File: src/rtl/ebsn_pkg.sv
// Shared types, constants and helper functions for the ext2 superblock probe offset block.
// No dependencies; used by ebsn_step_unit and ext2_backup_superblock_next_offset.
package ebsn_pkg;

    localparam int IN_W = 48;
    localparam int OUT_W = 51;
    localparam int P_W = 28;
    localparam int K_W = 2;
    localparam int F_W = 2;

    localparam logic [OUT_W-1:0] MIN_BLOCK_BYTES = OUT_W'(1024);
    localparam logic [OUT_W-1:0] SB_PAD = OUT_W'(2 * 512);
    localparam int GRP_BASE_SHIFT = 23;

    localparam logic [K_W-1:0] BLK_FIRST = 2'd0;
    localparam logic [K_W-1:0] BLK_LAST = 2'd3;

    localparam logic [F_W-1:0] FAC_3 = 2'd0;
    localparam logic [F_W-1:0] FAC_5 = 2'd1;
    localparam logic [F_W-1:0] FAC_7 = 2'd2;

    typedef enum logic [1:0] {
        S_IDLE,
        S_SEARCH,
        S_EDGE,
        S_DONE
    } t_state;

    typedef struct packed {
        logic [OUT_W-1:0] cand;
        logic             le_prev;
        logic             lt_best;
        logic [P_W-1:0]   p_next;
    } t_step;

    function automatic logic [2:0] blk_shift(input logic [K_W-1:0] k);
        logic [2:0] s;
        case (k)
            2'd0:    s = 3'd0;
            2'd1:    s = 3'd1;
            2'd2:    s = 3'd2;
            default: s = 3'd6;
        endcase
        return s;
    endfunction

    function automatic logic [5:0] grp_shift(input logic [K_W-1:0] k);
        return 6'(GRP_BASE_SHIFT) + {2'b00, blk_shift(k), 1'b0};
    endfunction

    function automatic logic [OUT_W-1:0] blk_bytes(input logic [K_W-1:0] k);
        return MIN_BLOCK_BYTES << blk_shift(k);
    endfunction

endpackage

File: src/rtl/ebsn_step_unit.sv
// Shared arithmetic unit: forms one candidate offset, compares it, and scales the power.
// Depends on ebsn_pkg.
module ebsn_step_unit import ebsn_pkg::*; (
    input  logic [P_W-1:0]   i_p,
    input  logic [IN_W-1:0]  i_prev,
    input  logic [OUT_W-1:0] i_best,
    input  logic [K_W-1:0]   i_k,
    input  logic [F_W-1:0]   i_f,
    output t_step            o_step
);

    logic [OUT_W-1:0] shifted;
    logic [OUT_W-1:0] cand;
    logic [P_W+2:0]   p_wide;
    logic [P_W+2:0]   p_ext;

    always_comb begin
        shifted = {{(OUT_W-P_W){1'b0}}, i_p} << grp_shift(i_k);
        cand = (i_k == BLK_FIRST) ? (shifted | SB_PAD) : shifted;
        p_ext = {3'b000, i_p};
        case (i_f)
            FAC_3:   p_wide = p_ext + (p_ext << 1);
            FAC_5:   p_wide = p_ext + (p_ext << 2);
            FAC_7:   p_wide = (p_ext << 3) - p_ext;
            default: p_wide = p_ext;
        endcase
        o_step.cand = cand;
        o_step.le_prev = cand <= {{(OUT_W-IN_W){1'b0}}, i_prev};
        o_step.lt_best = cand < i_best;
        o_step.p_next = p_wide[P_W-1:0];
    end

endmodule

File: src/rtl/ext2_backup_superblock_next_offset.sv
// Top level: sequencer, operand registers and result register around ebsn_step_unit.
// Depends on ebsn_pkg and ebsn_step_unit.
//
// Returns the next byte offset above i_old_offset where an ext2 superblock or sparse
// backup may lie, for 1K, 2K, 4K and 64K blocks and backup groups at powers of 3, 5, 7.
// One item at a time: o_ready is high only while idle. One shared step unit tests one
// power per cycle; for each of the twelve size/factor pairs it tries powers until one
// lies above the old offset, then the boundary check runs and the result is held for
// the output transfer, so small offsets finish sooner. The next input transfer can
// follow once the block has returned to idle after the output transfer.
module ext2_backup_superblock_next_offset import ebsn_pkg::*; (
    input  logic               i_clk,
    input  logic               i_rst_n,
    input  logic               i_valid,
    output logic               o_ready,
    input  logic [IN_W-1:0]    i_old_offset,
    output logic               o_valid,
    input  logic               i_ready,
    output logic [OUT_W-1:0]   o_next_offset
);

    t_state           r_state, n_state;
    logic [IN_W-1:0]  r_prev;
    logic [P_W-1:0]   r_p;
    logic [K_W-1:0]   r_k;
    logic [F_W-1:0]   r_f;
    logic [OUT_W-1:0] r_best;
    t_step            step;
    logic             pair_last;
    logic [OUT_W-1:0] edge_sel;

    ebsn_step_unit u_step (
        .i_p    (r_p),
        .i_prev (r_prev),
        .i_best (r_best),
        .i_k    (r_k),
        .i_f    (r_f),
        .o_step (step)
    );

    assign pair_last = (r_k == BLK_LAST) && (r_f == FAC_7);

    always_comb begin
        edge_sel = r_best;
        for (int i = 3; i >= 0; i--) begin
            if (({{(OUT_W-IN_W){1'b0}}, r_prev} < blk_bytes(K_W'(i)))
                    && (blk_bytes(K_W'(i)) < r_best)) begin
                edge_sel = blk_bytes(K_W'(i));
            end
        end
    end

    always_comb begin
        n_state = r_state;
        case (r_state)
            S_IDLE:   if (i_valid) n_state = S_SEARCH;
            S_SEARCH: if (!step.le_prev && pair_last) n_state = S_EDGE;
            S_EDGE:   n_state = S_DONE;
            S_DONE:   if (i_ready) n_state = S_IDLE;
            default:  n_state = S_IDLE;
        endcase
    end

    always_comb begin
        o_ready = 1'b0;
        o_valid = 1'b0;
        case (r_state)
            S_IDLE:  o_ready = 1'b1;
            S_DONE:  o_valid = 1'b1;
            default: begin
                o_ready = 1'b0;
                o_valid = 1'b0;
            end
        endcase
    end

    assign o_next_offset = r_best;

    always_ff @(posedge i_clk) begin
        if (!i_rst_n) begin
            r_state <= S_IDLE;
        end else begin
            r_state <= n_state;
        end
    end

    always_ff @(posedge i_clk) begin
        case (r_state)
            S_IDLE: begin
                if (i_valid) begin
                    r_prev <= i_old_offset;
                    r_p <= P_W'(1);
                    r_k <= BLK_FIRST;
                    r_f <= FAC_3;
                    r_best <= '1;
                end
            end
            S_SEARCH: begin
                if (step.le_prev) begin
                    r_p <= step.p_next;
                end else begin
                    if (step.lt_best) begin
                        r_best <= step.cand;
                    end
                    r_p <= P_W'(1);
                    if (r_f == FAC_7) begin
                        r_f <= FAC_3;
                        r_k <= r_k + K_W'(1);
                    end else begin
                        r_f <= r_f + F_W'(1);
                    end
                end
            end
            S_EDGE: r_best <= edge_sel;
            default: begin
            end
        endcase
    end

endmodule
File: config.mk
export PLATFORM = sky130hd
export DESIGN_NAME = ext2_backup_superblock_next_offset
export DESIGN_NICKNAME = d
export VERILOG_FILES = /design/src/rtl/ebsn_pkg.sv /design/src/rtl/ebsn_step_unit.sv /design/src/rtl/ext2_backup_superblock_next_offset.sv
export SDC_FILE = /design/constraint.sdc
export NUM_CORES = 1
export LEC_CHECK = 0
export BUFFER_PORTS_ARGS = -buffer_cell sky130_fd_sc_hd__buf_2
export CAP_MARGIN = 20
export CORE_UTILIZATION = 56
export CTS_CLUSTER_SIZE = 30
export DETAILED_ROUTE_END_ITERATION = 12
export PLACE_DENSITY = 0.76
export SLEW_MARGIN = 20
export SYNTH_ARGS = -nofsm -noshare
export SYNTH_HDL_FRONTEND = slang
export SYNTH_SLANG_ARGS = --single-unit
File: constraint.sdc
create_clock -name i_clk -period 6.5 [get_ports i_clk]
set_input_delay 0.975 -clock i_clk [delete_from_list [all_inputs] [get_ports i_clk]]
set_output_delay 0.975 -clock i_clk [all_outputs]
set_load 0.005 [all_outputs]
==> flow_summary_export.csv <==
group,metric,value,unit
synth,yosys.area.top_type,"edfxtp_1",
grt,antenna_found_initial,0,
timing,drv_slew,0,
synth,syn-num-nets,1735,
hold_path,hold_path.class,"reg2reg",
clock_tree,root_buffer,"clkbuf_16",
critical_path,critical_path_required,6.62,ns
synth,synth_seq_cells,133,
synth,synth_ff_type,"edfxtp_1",
timing,grt_setup_unrepaired,"no",
grt,grt_pass1_wl,58200,um
placement,gp_congestion,0.965,
floorplanning,die_w,157,um
drt,routed_wirelength,37000,um
timing,finClkSkew,0.0184,ns
timing,finalSetupViolCount,0,
critical_path,critPathCaptureType,"flop",
synth,synth.distinct_cells,89,
critical_path,arrival,6.13,ns
clock_tree,clk_pin_slew,0.06,ns
layout,nets,1820,
synth,synth_top_area_share,29.4,%
synth,async_flop_share,0,%
job,max_cap_violations,0,
synth,seq_area_frac_synth,29.7,%
clock_tree,ctsResizeCount,0,
synth,yosysMostFrequentCell,"ha_1",
critical_path,startpoint,"r_k[0]",
critical_path,crit_chain,"inv_1 -> ha_1 -> buf_4 -> mux2i_1 -> nand2_1 -> o21a_1 -> a211oi_1 -> ha_1 -> a21o_1 -> a21o_1 -> a21oi_1 -> nor2b_1 -> o21ai_0 -> a21oi_1 -> a2111oi_0 -> o21ai_0 -> a41oi_1 -> o211a_2 -> buf_12",
critical_path,path_class,"reg2reg",
synth,ys_top_cells_by_count,"185 x ha_1, 158 x inv_1, 131 x edfxtp_1",
placement,dp_hpwl,28800,um
drt,num_vias,11800,
drt,met2WireLength,17800,um
layout,area_delta_synth_final,10.6,%
clock_tree,clkLatencyLatePin,0.44,ns
drt,met1_length,15900,um
drt,drtPass1Iterations,7,
critical_path,timing.critical_path.slowest_stage_cell,"ha_1",
grt,grt_pass1_vias,11200,
hold_path,min_from,"r_state[1]",
layout,layout-drive-gt1-share,13.7,%
grt,grt_remaining_overflow,0,
clock_tree,cts_sinks,133,
synth,synth-edff-count,131,
timing,min_period_over_period,92.5,%
critical_path,crit_path_start_kind,"flop",
grt,track_usage,30.7,%
floorplanning,num_io_pins,105,
status,status,"finished clean",
clock_tree,ctsHtreeMaxLevel,4,
drt,wl_met3,2060,um
floorplanning,die_y,157,um
clock_tree,hold_buffers,0,
critical_path,slowest_delay,0.88,ns
synth,synthCells,1496,
synth,yosysWarnings,0,
timing,fmax,0.166,GHz
timing,min_period,6.01,ns
clock_tree,cts_tree,"built",
critical_path,cp_max_fo,34,
floorplanning,die_area,24500,sq um
timing,finalHoldViolCount,0,
drt,routed_via_density,6.17,
drt,drtIter0Drc,1030,
clock_tree,post_cts_buffers,0,
timing,tightest_slew,1.09,ns
drt,top_layer,"met4",
clock_tree,cts_buffer_depth,2,
synth,synth_area,13400,sq um
critical_path,rr_startpoint,"r_k[0]",
floorplanning,start_util,57.0,%
grt,grt_max_degree,50,
floorplanning,coreArea,23500,sq um
timing,max_slew_margin,27.6,%
drt,drc,0,
synth,synth_area_leaders,"edfxtp_1 29%, ha_1 17%, inv_1 4.4%, a21oi_1 3.7%, nand2_1 3.6%",
floorplanning,rows,56,
synth,avgSynthCellArea,8.95,sq um
clock_tree,cts-buffers-inserted,17,
placement,port_buffers,104,
layout,antennaDiodeCount,0,
drt,ant_nets,0,
drt,avgRoutedWirePerCell,19.4,um
timing,tns,0,ns
worst paths after layout:
path / end / slack (ns) / cells past startpoint
max: o_next_offset[30] / 0.49 / 19
min: r_state[1] / 0.53 / 2
max reg2reg: o_next_offset[30] / 0.49 / 19
min reg2reg: r_state[1] / 0.53 / 2
logic make-up after synthesis:
kind of cell	count (synthesis)	share of synthesized area, %
multiplexers	54	4.99
XOR/XNOR	62	4.06
buffers and inverters	213	6.34
flip-flops	133	29.7
AO/OA/AOI/OAI	425	22.2
AND/OR/NAND/NOR	422	15.1
adder cells (fa/ha/maj)	187	17.6
layer usage:
layer	GRT usage, %	vias up
li1	-	5710
met2	52.2	446
met5	0	-
met4	13.4	0
met1	39.1	5559
met3	3.68	82
worst max-delay path, delay by kind of cell, from the launching register on:
| kind | cells | cell delay, ns |
|---|---|---|
| fa+ha+maj | 2 | 1.23 |
| simple gates | 2 | 0.14 |
| compound gates | 11 | 2.74 |
| flops | 1 | 0.48 |
| buf+inv | 3 | 0.73 |
| mux | 1 | 0.32 |
cell usage in the layout (no fill, tap or decap), types with 26 or more instances in the layout:
cell / synthesis / routed
ha_1: 185 / 185
inv_1: 158 / 158
edfxtp_1: 131 / 131
nand2_1: 128 / 128
nor2_1: 114 / 113
buf_2: 9 / 104
a21oi_1: 98 / 98
o21ai_0: 79 / 79
a21o_1: 57 / 57
xnor2_1: 36 / 36
mux2i_1: 33 / 33
nand3_1: 29 / 29
a211oi_1: 26 / 26
nand4_1: 26 / 26
xor2_1: 26 / 26
per-stage QoR:
stage          utilization, %  setup slack (ns)  hold slack, ns  cells  instance area (sq um)
4_1_cts                  63.1             0.603           0.518   1913                  14800
2_1_floorplan               -              1.01           0.468   1496                  13400
3_3_place_gp             60.4             0.780           0.480   1881                  14200
3_5_place_dp             60.4             0.663           0.495   1881                  14200
5_1_grt                  63.1            0.0918           0.548   1913                  14800
6_report                 63.1             0.491           0.527   1913                  14800
sequential cells by signal, summed over array words and instances, names as in the netlist:
register and flops:
r_prev 48, r_k 2, o_next_offset 51, r_f 2, r_p 28, r_state 2
cell type report:
type | count | area (sq um)
flip-flops and latches | 133 | 3970
inverters | 159 | 597
repair buffers | 120 | 653
clock buffers | 19 | 433
well taps | 319 | 399
multi-input cells | 1150 | 8570
fillers | 1994 | 8670
clock inverters | 13 | 181
Power is not shown: default switching activity piles up to over one toggle a cycle in this logic, so the estimate is an artifact.
